File: src/rtl/ots_pkg.sv
// Package for the operator token scanner: token kinds, scan modes, result
// record types and byte classification helpers.
// No dependencies.
package ots_pkg;

  // Width of the byte position counter
  localparam int unsigned PosBits   = 16;
  // Result queue depth; room for the two results of one byte is required
  localparam int unsigned FifoDepth = 4;

  localparam logic [PosBits-1:0] PosMax = {PosBits{1'b1}};

  // Characters with special meaning
  localparam logic [7:0] CH_NUL     = 8'h00;
  localparam logic [7:0] CH_PLUS    = 8'h2B;
  localparam logic [7:0] CH_MINUS   = 8'h2D;
  localparam logic [7:0] CH_STAR    = 8'h2A;
  localparam logic [7:0] CH_SLASH   = 8'h2F;
  localparam logic [7:0] CH_PERCENT = 8'h25;
  localparam logic [7:0] CH_EQ      = 8'h3D;
  localparam logic [7:0] CH_GT      = 8'h3E;

  // Token kinds
  localparam logic [4:0] KIND_END          = 5'd0;
  localparam logic [4:0] KIND_IDENT        = 5'd1;
  localparam logic [4:0] KIND_NUMBER       = 5'd2;
  localparam logic [4:0] KIND_PLUS         = 5'd3;
  localparam logic [4:0] KIND_INCR         = 5'd4;
  localparam logic [4:0] KIND_PLUS_ASSIGN  = 5'd5;
  localparam logic [4:0] KIND_MINUS        = 5'd6;
  localparam logic [4:0] KIND_DECR         = 5'd7;
  localparam logic [4:0] KIND_MINUS_ASSIGN = 5'd8;
  localparam logic [4:0] KIND_ARROW        = 5'd9;
  localparam logic [4:0] KIND_MUL          = 5'd10;
  localparam logic [4:0] KIND_MUL_ASSIGN   = 5'd11;
  localparam logic [4:0] KIND_DIV          = 5'd12;
  localparam logic [4:0] KIND_DIV_ASSIGN   = 5'd13;
  localparam logic [4:0] KIND_MOD          = 5'd14;
  localparam logic [4:0] KIND_MOD_ASSIGN   = 5'd15;
  localparam logic [4:0] KIND_ASSIGN       = 5'd16;
  localparam logic [4:0] KIND_QUESTION     = 5'd17;
  localparam logic [4:0] KIND_LPAREN       = 5'd18;
  localparam logic [4:0] KIND_RPAREN       = 5'd19;
  localparam logic [4:0] KIND_LBRACE       = 5'd20;
  localparam logic [4:0] KIND_RBRACE       = 5'd21;
  localparam logic [4:0] KIND_LBRACKET     = 5'd22;
  localparam logic [4:0] KIND_RBRACKET     = 5'd23;
  localparam logic [4:0] KIND_DQUOTE       = 5'd24;
  localparam logic [4:0] KIND_SQUOTE       = 5'd25;
  localparam logic [4:0] KIND_SEMI         = 5'd26;
  localparam logic [4:0] KIND_COLON        = 5'd27;
  localparam logic [4:0] KIND_DOT          = 5'd28;
  localparam logic [4:0] KIND_COMMA        = 5'd29;
  localparam logic [4:0] KIND_BANG         = 5'd30;
  localparam logic [4:0] KIND_ERROR        = 5'd31;

  typedef enum logic [3:0] {
    MODE_IDLE,
    MODE_IDENT,
    MODE_NUMBER,
    MODE_PLUS,
    MODE_MINUS,
    MODE_STAR,
    MODE_SLASH,
    MODE_PERCENT,
    MODE_HALT
  } mode_e;

  // One result record
  typedef struct packed {
    logic [4:0]  kind;
    logic [15:0] start;
    logic [15:0] length;
    logic        last;
  } tok_t;

  // Decision for one byte: up to two results plus the next scanner state
  typedef struct packed {
    tok_t               res0;
    tok_t               res1;
    logic [1:0]         count;
    mode_e              mode;
    logic [PosBits-1:0] pos;
    logic [PosBits-1:0] pstart;
  } scan_out_t;

  function automatic logic is_alpha(input logic [7:0] c);
    return (c >= 8'h61 && c <= 8'h7A) || (c >= 8'h41 && c <= 8'h5A);
  endfunction

  function automatic logic is_digit(input logic [7:0] c);
    return c >= 8'h30 && c <= 8'h39;
  endfunction

  function automatic logic is_space(input logic [7:0] c);
    return c == 8'h20 || (c >= 8'h09 && c <= 8'h0D);
  endfunction

  // Single punctuation kind, KIND_END when the byte is not punctuation
  function automatic logic [4:0] punct_kind(input logic [7:0] c);
    logic [4:0] k;
    k = KIND_END;
    case (c)
      8'h3D:   k = KIND_ASSIGN;
      8'h3F:   k = KIND_QUESTION;
      8'h28:   k = KIND_LPAREN;
      8'h29:   k = KIND_RPAREN;
      8'h7B:   k = KIND_LBRACE;
      8'h7D:   k = KIND_RBRACE;
      8'h5B:   k = KIND_LBRACKET;
      8'h5D:   k = KIND_RBRACKET;
      8'h22:   k = KIND_DQUOTE;
      8'h27:   k = KIND_SQUOTE;
      8'h3B:   k = KIND_SEMI;
      8'h3A:   k = KIND_COLON;
      8'h2E:   k = KIND_DOT;
      8'h2C:   k = KIND_COMMA;
      8'h21:   k = KIND_BANG;
      default: k = KIND_END;
    endcase
    return k;
  endfunction

  // Saturate a position-sized value to the 16-bit result field
  function automatic logic [15:0] sat16(input logic [PosBits-1:0] v);
    logic [PosBits+15:0] w;
    w = {16'b0, v};
    if (w > (PosBits+16)'(17'h0FFFF)) begin
      return 16'hFFFF;
    end
    return w[15:0];
  endfunction

endpackage

File: src/rtl/ots_lexer.sv
// Per-byte scan decision: flushes the pending token, classifies the current
// byte and computes the next scanner state. Purely combinational.
// Depends on ots_pkg.
module ots_lexer import ots_pkg::*; (
  input  mode_e              mode_i,
  input  logic [PosBits-1:0] pos_i,
  input  logic [PosBits-1:0] pstart_i,
  input  logic [7:0]         byte_i,
  output scan_out_t          scan_o
);

  logic               consumed;
  logic               pend_v;
  tok_t               pend;
  logic               cur_v;
  tok_t               cur;
  logic [PosBits-1:0] run_diff;
  logic [PosBits-1:0] run_len;
  logic [4:0]         pkind;

  // Length of the pending run, never below one once the position saturates
  assign run_diff = pos_i - pstart_i;
  assign run_len  = (run_diff == '0) ? PosBits'(1) : run_diff;
  assign pkind    = punct_kind(byte_i);

  // Resolve the pending token against the lookahead byte
  always_comb begin
    consumed = 1'b0;
    pend_v   = 1'b0;
    pend     = '{kind: KIND_END, start: sat16(pstart_i), length: 16'd1, last: 1'b0};
    unique case (mode_i)
      MODE_IDENT: begin
        if (is_alpha(byte_i)) begin
          consumed = 1'b1;
        end else begin
          pend_v      = 1'b1;
          pend.kind   = KIND_IDENT;
          pend.length = sat16(run_len);
        end
      end
      MODE_NUMBER: begin
        if (is_digit(byte_i)) begin
          consumed = 1'b1;
        end else begin
          pend_v      = 1'b1;
          pend.kind   = KIND_NUMBER;
          pend.length = sat16(run_len);
        end
      end
      MODE_PLUS: begin
        pend_v = 1'b1;
        if (byte_i == CH_PLUS) begin
          consumed = 1'b1; pend.kind = KIND_INCR; pend.length = 16'd2;
        end else if (byte_i == CH_EQ) begin
          consumed = 1'b1; pend.kind = KIND_PLUS_ASSIGN; pend.length = 16'd2;
        end else begin
          pend.kind = KIND_PLUS;
        end
      end
      MODE_MINUS: begin
        pend_v = 1'b1;
        if (byte_i == CH_MINUS) begin
          consumed = 1'b1; pend.kind = KIND_DECR; pend.length = 16'd2;
        end else if (byte_i == CH_EQ) begin
          consumed = 1'b1; pend.kind = KIND_MINUS_ASSIGN; pend.length = 16'd2;
        end else if (byte_i == CH_GT) begin
          consumed = 1'b1; pend.kind = KIND_ARROW; pend.length = 16'd2;
        end else begin
          pend.kind = KIND_MINUS;
        end
      end
      MODE_STAR: begin
        pend_v = 1'b1;
        if (byte_i == CH_EQ) begin
          consumed = 1'b1; pend.kind = KIND_MUL_ASSIGN; pend.length = 16'd2;
        end else begin
          pend.kind = KIND_MUL;
        end
      end
      MODE_SLASH: begin
        pend_v = 1'b1;
        if (byte_i == CH_EQ) begin
          consumed = 1'b1; pend.kind = KIND_DIV_ASSIGN; pend.length = 16'd2;
        end else begin
          pend.kind = KIND_DIV;
        end
      end
      MODE_PERCENT: begin
        pend_v = 1'b1;
        if (byte_i == CH_EQ) begin
          consumed = 1'b1; pend.kind = KIND_MOD_ASSIGN; pend.length = 16'd2;
        end else begin
          pend.kind = KIND_MOD;
        end
      end
      MODE_IDLE, MODE_HALT: begin
        pend_v = 1'b0;
      end
      default: begin
        pend_v = 1'b0;
      end
    endcase
  end

  // Token caused by the current byte itself when it was not consumed
  always_comb begin
    cur_v = 1'b0;
    cur   = '{kind: KIND_END, start: sat16(pos_i), length: 16'd1, last: 1'b1};
    if (mode_i != MODE_HALT && !consumed) begin
      if (byte_i == CH_NUL) begin
        cur_v      = 1'b1;
        cur.length = 16'd0;
      end else if (is_space(byte_i) || is_alpha(byte_i) || is_digit(byte_i) ||
                   byte_i == CH_PLUS || byte_i == CH_MINUS || byte_i == CH_STAR ||
                   byte_i == CH_SLASH || byte_i == CH_PERCENT) begin
        cur_v = 1'b0;
      end else if (pkind != KIND_END) begin
        cur_v    = 1'b1;
        cur.kind = pkind;
      end else begin
        cur_v    = 1'b1;
        cur.kind = KIND_ERROR;
      end
    end
  end

  // Next scanner state; order the results, pending token first, the last one flagged
  always_comb begin
    scan_o.mode   = mode_i;
    scan_o.pstart = pstart_i;
    scan_o.pos    = (pos_i != PosMax) ? pos_i + PosBits'(1) : pos_i;
    if (mode_i == MODE_HALT) begin
      scan_o.pos = pos_i;
    end else if (consumed) begin
      if (mode_i != MODE_IDENT && mode_i != MODE_NUMBER) begin
        scan_o.mode = MODE_IDLE;
      end
    end else begin
      scan_o.mode   = MODE_IDLE;
      scan_o.pstart = pos_i;
      if (byte_i == CH_NUL) begin
        scan_o.pos    = '0;
        scan_o.pstart = pstart_i;
      end else if (is_alpha(byte_i)) begin
        scan_o.mode = MODE_IDENT;
      end else if (is_digit(byte_i)) begin
        scan_o.mode = MODE_NUMBER;
      end else if (byte_i == CH_PLUS) begin
        scan_o.mode = MODE_PLUS;
      end else if (byte_i == CH_MINUS) begin
        scan_o.mode = MODE_MINUS;
      end else if (byte_i == CH_STAR) begin
        scan_o.mode = MODE_STAR;
      end else if (byte_i == CH_SLASH) begin
        scan_o.mode = MODE_SLASH;
      end else if (byte_i == CH_PERCENT) begin
        scan_o.mode = MODE_PERCENT;
      end else begin
        // hold start for skipped or single-character bytes
        scan_o.pstart = pstart_i;
        if (!is_space(byte_i) && pkind == KIND_END) begin
          scan_o.mode = MODE_HALT;
        end
      end
    end

    scan_o.res0  = cur;
    scan_o.res1  = cur;
    scan_o.count = {1'b0, cur_v};
    if (pend_v) begin
      scan_o.res0      = pend;
      scan_o.res0.last = !cur_v;
      scan_o.count     = cur_v ? 2'd2 : 2'd1;
    end
  end

endmodule

File: src/rtl/ots_tok_fifo.sv
// Result queue: takes zero, one or two token records per cycle and hands
// out one per transaction. Register based, depth from ots_pkg.
// Depends on ots_pkg.
module ots_tok_fifo import ots_pkg::*; (
  input  logic       clk_i,
  input  logic       rst_ni,
  input  logic [1:0] push_cnt_i,
  input  tok_t       push0_i,
  input  tok_t       push1_i,
  output logic       room_o,
  input  logic       pop_i,
  output logic       valid_o,
  output tok_t       head_o
);

  localparam int unsigned PtrW = $clog2(FifoDepth);
  localparam int unsigned CntW = $clog2(FifoDepth + 1);

  tok_t            mem_q [FifoDepth];
  logic [PtrW-1:0] wr_ptr_q, wr_ptr_d;
  logic [PtrW-1:0] rd_ptr_q, rd_ptr_d;
  logic [CntW-1:0] cnt_q, cnt_d;
  logic            do_pop;
  logic [PtrW-1:0] wr_next;

  assign valid_o = (cnt_q != '0);
  assign head_o  = mem_q[rd_ptr_q];
  assign room_o  = (cnt_q <= CntW'(FifoDepth - 2));
  assign do_pop  = pop_i && valid_o;
  assign wr_next = wr_ptr_q + PtrW'(1);

  // Advance pointers and occupancy
  always_comb begin
    wr_ptr_d = wr_ptr_q + PtrW'(push_cnt_i);
    rd_ptr_d = do_pop ? rd_ptr_q + PtrW'(1) : rd_ptr_q;
    cnt_d    = cnt_q + CntW'(push_cnt_i) - CntW'(do_pop);
  end

  always_ff @(posedge clk_i or negedge rst_ni) begin
    if (!rst_ni) begin
      wr_ptr_q <= '0;
      rd_ptr_q <= '0;
      cnt_q    <= '0;
    end else begin
      wr_ptr_q <= wr_ptr_d;
      rd_ptr_q <= rd_ptr_d;
      cnt_q    <= cnt_d;
    end
  end

  // Store records; payload needs no reset
  always_ff @(posedge clk_i) begin
    if (push_cnt_i != 2'd0) begin
      mem_q[wr_ptr_q] <= push0_i;
    end
    if (push_cnt_i == 2'd2) begin
      mem_q[wr_next] <= push1_i;
    end
  end

endmodule

File: src/rtl/operator_token_scanner.sv
// Top level of the operator token scanner: scan state registers, per-byte
// decision logic and the result queue.
// Depends on ots_pkg, ots_lexer and ots_tok_fifo.
//
//  channel  | handshake                 | payload
//  ---------+---------------------------+------------------------------------------
//  input    | in_valid_i / in_ready_o   | text_byte_i
//  output   | out_valid_o / out_ready_i | token_kind_o, token_start_o,
//           |                           | token_length_o, last_of_run_o
//
// One byte is accepted per cycle while in_ready_o is high; its results
// enter the result queue at the same edge and the first can be taken in
// the next cycle. A byte can cause two results while the output moves at
// most one per cycle, so the four-entry queue sets the input rate: input
// stalls while fewer than two entries are free.
// Reset clears the scan mode, position and queue; no clearing pass is needed.
// After an error token every byte is accepted and dropped until reset.
module operator_token_scanner import ots_pkg::*; (
  input  logic        clk_i,
  input  logic        rst_ni,
  input  logic        in_valid_i,
  output logic        in_ready_o,
  input  logic [7:0]  text_byte_i,
  output logic        out_valid_o,
  input  logic        out_ready_i,
  output logic [4:0]  token_kind_o,
  output logic [15:0] token_start_o,
  output logic [15:0] token_length_o,
  output logic        last_of_run_o
);

  mode_e              mode_q, mode_d;
  logic [PosBits-1:0] pos_q, pos_d;
  logic [PosBits-1:0] pstart_q, pstart_d;
  scan_out_t          scan;
  logic               in_fire;
  logic [1:0]         push_cnt;
  tok_t               head;

  assign in_fire  = in_valid_i && in_ready_o;
  assign push_cnt = in_fire ? scan.count : 2'd0;

  ots_lexer u_lexer (
    .mode_i   (mode_q),
    .pos_i    (pos_q),
    .pstart_i (pstart_q),
    .byte_i   (text_byte_i),
    .scan_o   (scan)
  );

  ots_tok_fifo u_fifo (
    .clk_i      (clk_i),
    .rst_ni     (rst_ni),
    .push_cnt_i (push_cnt),
    .push0_i    (scan.res0),
    .push1_i    (scan.res1),
    .room_o     (in_ready_o),
    .pop_i      (out_ready_i),
    .valid_o    (out_valid_o),
    .head_o     (head)
  );

  // Advance scan state on each accepted byte
  always_comb begin
    mode_d   = mode_q;
    pos_d    = pos_q;
    pstart_d = pstart_q;
    if (in_fire) begin
      mode_d   = scan.mode;
      pos_d    = scan.pos;
      pstart_d = scan.pstart;
    end
  end

  always_ff @(posedge clk_i or negedge rst_ni) begin
    if (!rst_ni) begin
      mode_q   <= MODE_IDLE;
      pos_q    <= '0;
      pstart_q <= '0;
    end else begin
      mode_q   <= mode_d;
      pos_q    <= pos_d;
      pstart_q <= pstart_d;
    end
  end

  assign token_kind_o   = head.kind;
  assign token_start_o  = head.start;
  assign token_length_o = head.length;
  assign last_of_run_o  = head.last;

  // Halted scanner produces nothing and keeps its position
  a_halt_silent : assert property (@(posedge clk_i) disable iff (!rst_ni)
    (in_fire && mode_q == MODE_HALT) |-> (push_cnt == 2'd0 && pos_d == pos_q))
    else $error("halted scanner produced a result or moved");

  // End of text restarts the position at zero
  a_end_restart : assert property (@(posedge clk_i) disable iff (!rst_ni)
    (in_fire && mode_q != MODE_HALT && text_byte_i == CH_NUL) |=> (pos_q == '0))
    else $error("position not restarted after end of text");

  // A single result pushed for a byte always carries the last flag
  a_last_flag : assert property (@(posedge clk_i) disable iff (!rst_ni)
    (push_cnt == 2'd1) |-> scan.res0.last)
    else $error("single result without last flag");

  // Two results: first never flagged, second always flagged
  a_pair_flags : assert property (@(posedge clk_i) disable iff (!rst_ni)
    (push_cnt == 2'd2) |-> (!scan.res0.last && scan.res1.last))
    else $error("result pair flagged wrongly");

endmodule

File: config.mk
export PLATFORM = sky130hd
export DESIGN_NAME = operator_token_scanner
export DESIGN_NICKNAME = d
export VERILOG_FILES = /design/src/rtl/ots_pkg.sv /design/src/rtl/ots_lexer.sv /design/src/rtl/ots_tok_fifo.sv /design/src/rtl/operator_token_scanner.sv
export SDC_FILE = /design/constraint.sdc
export NUM_CORES = 1
export LEC_CHECK = 0
export BUFFER_PORTS_ARGS = -buffer_cell sky130_fd_sc_hd__buf_2
export CORE_MARGIN = 4
export CORE_UTILIZATION = 62
export DETAILED_ROUTE_END_ITERATION = 10
export HOLD_SLACK_MARGIN = 0.02
export PLACE_DENSITY = 0.81
export SYNTH_ARGS = -nofsm -noshare
export SYNTH_HDL_FRONTEND = slang
export SYNTH_SLANG_ARGS = --single-unit
export TNS_END_PERCENT = 100
File: constraint.sdc
create_clock -name clk_i -period 4.3 [get_ports clk_i]
set_clock_uncertainty 0.05 [all_clocks]
set_input_delay 0.215 -clock clk_i [delete_from_list [all_inputs] [get_ports clk_i]]
set_output_delay 0.215 -clock clk_i [all_outputs]
set_load 0.03 [all_outputs]
After elaboration in Yosys (flattened, before gate mapping) --
Memories as Yosys holds them, arrays and structs flattened. Cells that the tools add are included.
Storage, ports and cells: bits in registers 43, memory bits (writable) 152, bits of input ports 12, output and inout bits 40, memories 1
Cells by class: add/sub/neg operators 7, magnitude comparators 9, equal/unequal tests 36, muxes and demuxes 71, bitwise gates (word level) 3, reductions and logical operators 33
Memories:
- u_fifo.mem_q | words 4, width 38, rd ports 1, clocked after Yosys merged registers in 0, write ports 2, line ots_tok_fifo.sv:19 | tok_t mem_q [FifoDepth];
Operator list (number):
- 16-bit 2-to-1 mux | 17
- 8-bit by 6-bit == test with 1-bit output (second input constant) | 18
- 16-bit case mux with 5 select lines | 1
- 5-bit case mux with 15 select lines | 1
- 4-bit 2-to-1 mux | 12
- 38-bit 2-to-1 mux | 1
- 5-bit 2-to-1 mux | 7
- 5-bit case mux with 7 select lines | 1
- 8-bit by 7-bit == test with 1-bit output (second input constant) | 4
- 32-bit 2-to-1 mux | 1
- 1-bit 2-to-1 mux | 21
- 16-bit by 1-bit adder with 16-bit output (second input constant) | 1
- 4-bit by 3-bit == test with 1-bit output (second input constant) | 4
- 8-bit by 7-bit greater-or-equal comparator with 1-bit output (second input constant) | 2
- 8-bit by 7-bit less-or-equal comparator with 1-bit output (second input constant) | 2
- 16-bit zero test | 1
- 16-bit != test (second input constant) | 1
- 16-bit subtractor | 1
- 2-bit 2-to-1 mux | 6
- 1-bit logical AND | 9
- 1-bit logical OR | 9
- 4-bit by 2-bit == test with 1-bit output (second input constant) | 2
- 8-bit by 4-bit greater-or-equal comparator with 1-bit output (second input constant) | 1
- 8-bit by 6-bit greater-or-equal comparator with 1-bit output (second input constant) | 1
- 30 further kinds | 35

Logic depth before layout (Yosys ltp) --
depth in word-level cells 19, gate-level depth with buffers 18, mapped depth without buffers 13

Modules after synthesis --
A second synthesis with hierarchy kept.
Unflattened totals: cell total of the unflattened synthesis 985, area total of the unflattened synthesis 12522.0 um^2
Modules (own cells, without submodules):
- ots_tok_fifo | times used 1, cells each 408, area an instance 7877.6 um^2
- ots_lexer | times used 1, cells each 499, area an instance 3139.3 um^2
- operator_token_scanner | times used 1, cells each 78, area an instance 1505.2 um^2

Worst setup path after synthesis --
OpenSTA, ideal clock, no wires.
path kind input to register, start point input port text_byte_i[4], end point memory u_fifo.mem_q[3][17] (netlist name) (enable), data arrival time 3.563 ns, required time 3.872 ns, setup slack 0.310 ns, stages 15, buffers on the path 4, cell sequence buf_2 > or4b_1 > buf_2 > o22ai_2 > and3_1 > o21bai_1 > and3_1 > ha_1 > and3_1 > a31oi_2 > or2_2 > clkbuf_1 > and2_0 > clkbuf_1 > inv_1
RTL lines:
- start, declared | line operator_token_scanner.sv:23 | input logic [7:0] text_byte_i,
- end, declared | line ots_tok_fifo.sv:19

==> impl_metrics.json <==
{
  "num-fill-cells": 1197,
  "cellPowerDensity_mw_per_mm2": 661.1,
  "syn2layout_area_growth_pct": 9.938,
  "fin_ws_ns": 0.3460,
  "cp_max_fo": 9,
  "ys_ff_latch": 195,
  "post-route-min-period_ns": 3.954,
  "die_height_um": 137.9,
  "track_usage_pct": 28.58,
  "synth.avg_cell_area_sq_um": 10.91,
  "io_buffers": 51,
  "via_count": 8067,
  "status": "completed",
  "hold_slack_ns": 0.08604,
  "die_area_sq_mm": 0.01902,
  "boundaryPins": 52,
  "crit_arrival_ns": 4.05,
  "netlist.area_leader.share_pct": 25.26,
  "synth_edf_count": 88,
  "grt_max_degree": 44,
  "fin_util_pct": 69.36,
  "ys.flop_type": "edfxtp_1",
  "syn_area_sq_mm": 0.01046,
  "async_flop_share_pct": 22.05,
  "die_x_um": 137.9,
  "grt_pass1_wl_mm": 41.17,
  "drc": 0,
  "stdcell_count": 1225,
  "via_per_inst": 6.585,
  "dpl_cell_area_sq_mm": 0.01092,
  "hold_violations": 0,
  "dpl.hpwl_mm": 17.50,
  "cts_tree": "done",
  "ant_nets": 0,
  "yosys_warnings": 0,
  "synth_area_leader_cell": "edfxtp_1",
  "start_util_pct": 63.09,
  "path_clk_slew_ns": 0.07,
  "syn-num-nets": 995,
  "cts.sinks": 195,
  "ir_drop_uv": 439.8,
  "power_mw": 7.604,
  "finalSetupViolCount": 0,
  "wirelength_mm": 26.20,
  "wire_per_inst_um": 21.39,
  "drive_gt1_share_pct": 20.50,
  "antenna_found_initial": 0,
  "place_ws_ns": 0.04455,
  "fin_crit_sh_pct": 91.95,
  "grt_overflow": 0,
  "design_area_sq_mm": 0.01150,
  "clock_latency_ns": 0.44,
  "core-area_sq_mm": 0.01658,
  "synth.most_common_cell": "nand2_1",
  "worstMarginPinSlew_ns": 1.103,
  "slew_viol_final": 0,
  "firstDrtPassIters": 5,
  "ys_top_cells_by_area": "edfxtp_1 (25%), dfxtp_1 (12%), dfrtp_1 (10%), mux4_2 (8.2%), a22o_1 (5.4%)",
  "grt_pass1_vias": 7762,
  "cts_buffers": 17,
  "finalSetupTns_ns": 0,
  "criticalPathCategory": "reg2reg",
  "num_rows": 47,
  "placed_cells": 1192,
  "p_leak_nw": 4.388,
  "required_ns": 4.39,
  "fmax_ghz": 0.2529,
  "synth_cells": 959,
  "rsz0062_at_grt": "no",
  "start_kind": "flop",
  "layout.nets": 1028,
  "cts_root_buf": "clkbuf_16",
  "htreeDepth": 4,
  "gp_congestion": 0.9097,
  "slew_headroom_pct": 26.49,
  "num_antenna_cells": 0,
  "first_iter_violations": 856,
  "ys_seq_area_share_pct": 47.79,
  "hold_path.class": "in2reg",
  "clockBufferDepth": 2,
  "cp-end-kind": "flop",
  "maxCapViolations": 0,
  "synth_common_cells": "nand2_1 (105), edfxtp_1 (88), o21ai_0 (83), a22o_1 (64), dfxtp_1 (64)",
  "synth.distinct_cells": 88
}
what timing repair did:
| action | in CTS | in global routing |
|---|---|---|
| resized for setup | 0 | 1 |
| hold buffers | 1 | 0 |
| endpoints found under the setup margin | 0 | 2 |
| setup buffers | 0 | 0 |
| hold endpoints to repair | 43 | 0 |
cells in the final DEF (no fill, tap or decap), types with 5 or more instances in the layout:
| cell | count |
|---|---|
| o21ai_1 | 7 |
| a21oi_1 | 25 |
| dfrtp_1 | 41 |
| a21o_1 | 9 |
| or3_1 | 7 |
| nand3_1 | 19 |
| or2_2 | 5 |
| o21ai_0 | 83 |
| clkbuf_16 | 17 |
| a22o_1 | 64 |
| ha_1 | 22 |
| nand3b_1 | 5 |
| buf_4 | 30 |
| a21oi_2 | 5 |
| dfxtp_1 | 64 |
| nor2_4 | 5 |
| nand2b_1 | 10 |
| mux4_2 | 38 |
| edfxtp_1 | 88 |
| mux2_4 | 9 |
| o21a_1 | 5 |
| o22ai_1 | 15 |
| xor2_1 | 14 |
| inv_1 | 31 |
| nand4_1 | 7 |
| inv_6 | 6 |
| nor2_1 | 51 |
| nand2_1 | 105 |
| nor3_1 | 15 |
| a22oi_1 | 7 |
| mux2_2 | 7 |
| buf_2 | 51 |
| nor2b_1 | 10 |
| o31ai_1 | 7 |
| xnor2_1 | 12 |
| and3_1 | 10 |
cell families (layout without fill, tap and decap cells):
logic type / count (synthesis) / count (layout) / share of synthesized area [%]
compound gates: 278 / 278 / 18.76
xor+xnor: 26 / 26 / 2.177
fa+ha+maj: 24 / 24 / 3.014
buf+inv: 100 / 146 / 4.090
flops: 195 / 195 / 47.79
mux: 57 / 57 / 10.51
simple gates: 279 / 279 / 13.66
layer usage:
metal	track usage, %	wire length (um)	vias up
met3	7.620	2382	49
li1	-	-	3680
met5	0	0	-
met1	37.74	10440	3923
met4	7.245	484	0
met2	47.34	12890	415
final timing paths:
| path | from | endpoint | slack [ns] | depth (start not counted) |
|---|---|---|---|---|
| worst min register to register | u_fifo.mem_q[2][2] | u_fifo.mem_q[2][2] | 0.40 | 2 |
| worst max register to register | mode_q[1] | u_fifo.mem_q[0][20] | 0.35 | 12 |
| min in group asynchronous | rst_ni | pos_q[9] | 0.43 | 2 |
| worst max-delay path | mode_q[1] | u_fifo.mem_q[0][20] | 0.35 | 12 |
| worst min-delay path | out_ready_i | u_fifo.rd_ptr_q[0] | 0.09 | 3 |
| max in group asynchronous | rst_ni | u_fifo.rd_ptr_q[1] | 3.11 | 2 |
power breakdown:
part	switching, mW	internal [mW]	total (mW)
registers	0.418	2.35	2.77
logic	2.02	1.28	3.30
clock network	0.761	0.769	1.53
worst max-delay path, stage by stage (launching register included):
cell and delay (ns):
dfrtp_1 0.38, nor2_1 0.40, nand3_1 0.17, a31oi_1 0.30
o21bai_1 0.23, and3_1 0.23, ha_1 0.38, and3_1 0.26
a31oi_2 0.10, nor3_1 0.39, nor2_1 0.12, inv_1 0.36
buf_4 0.27
sequential cells by signal (all words and copies together) (netlist names):
name and cells:
u_fifo.mem_q 152, u_fifo.cnt_q 3, mode_q 4, pos_q 16, pstart_q 16, u_fifo.wr_ptr_q 2, u_fifo.rd_ptr_q 2
final cells by class:
class | instances | area [sq um] | share of cell area, %
clock inverters | 15 | 138.9 | 1.207
inverters | 32 | 127.6 | 1.110
multi-input cells | 664 | 5042 | 43.84
clock buffers | 17 | 425.4 | 3.698
repair buffers | 82 | 490.5 | 4.264
well taps | 220 | 275.3 | 2.393
flip-flops and latches | 195 | 5002 | 43.49
Note: power is estimated with default switching activity, not from simulation.
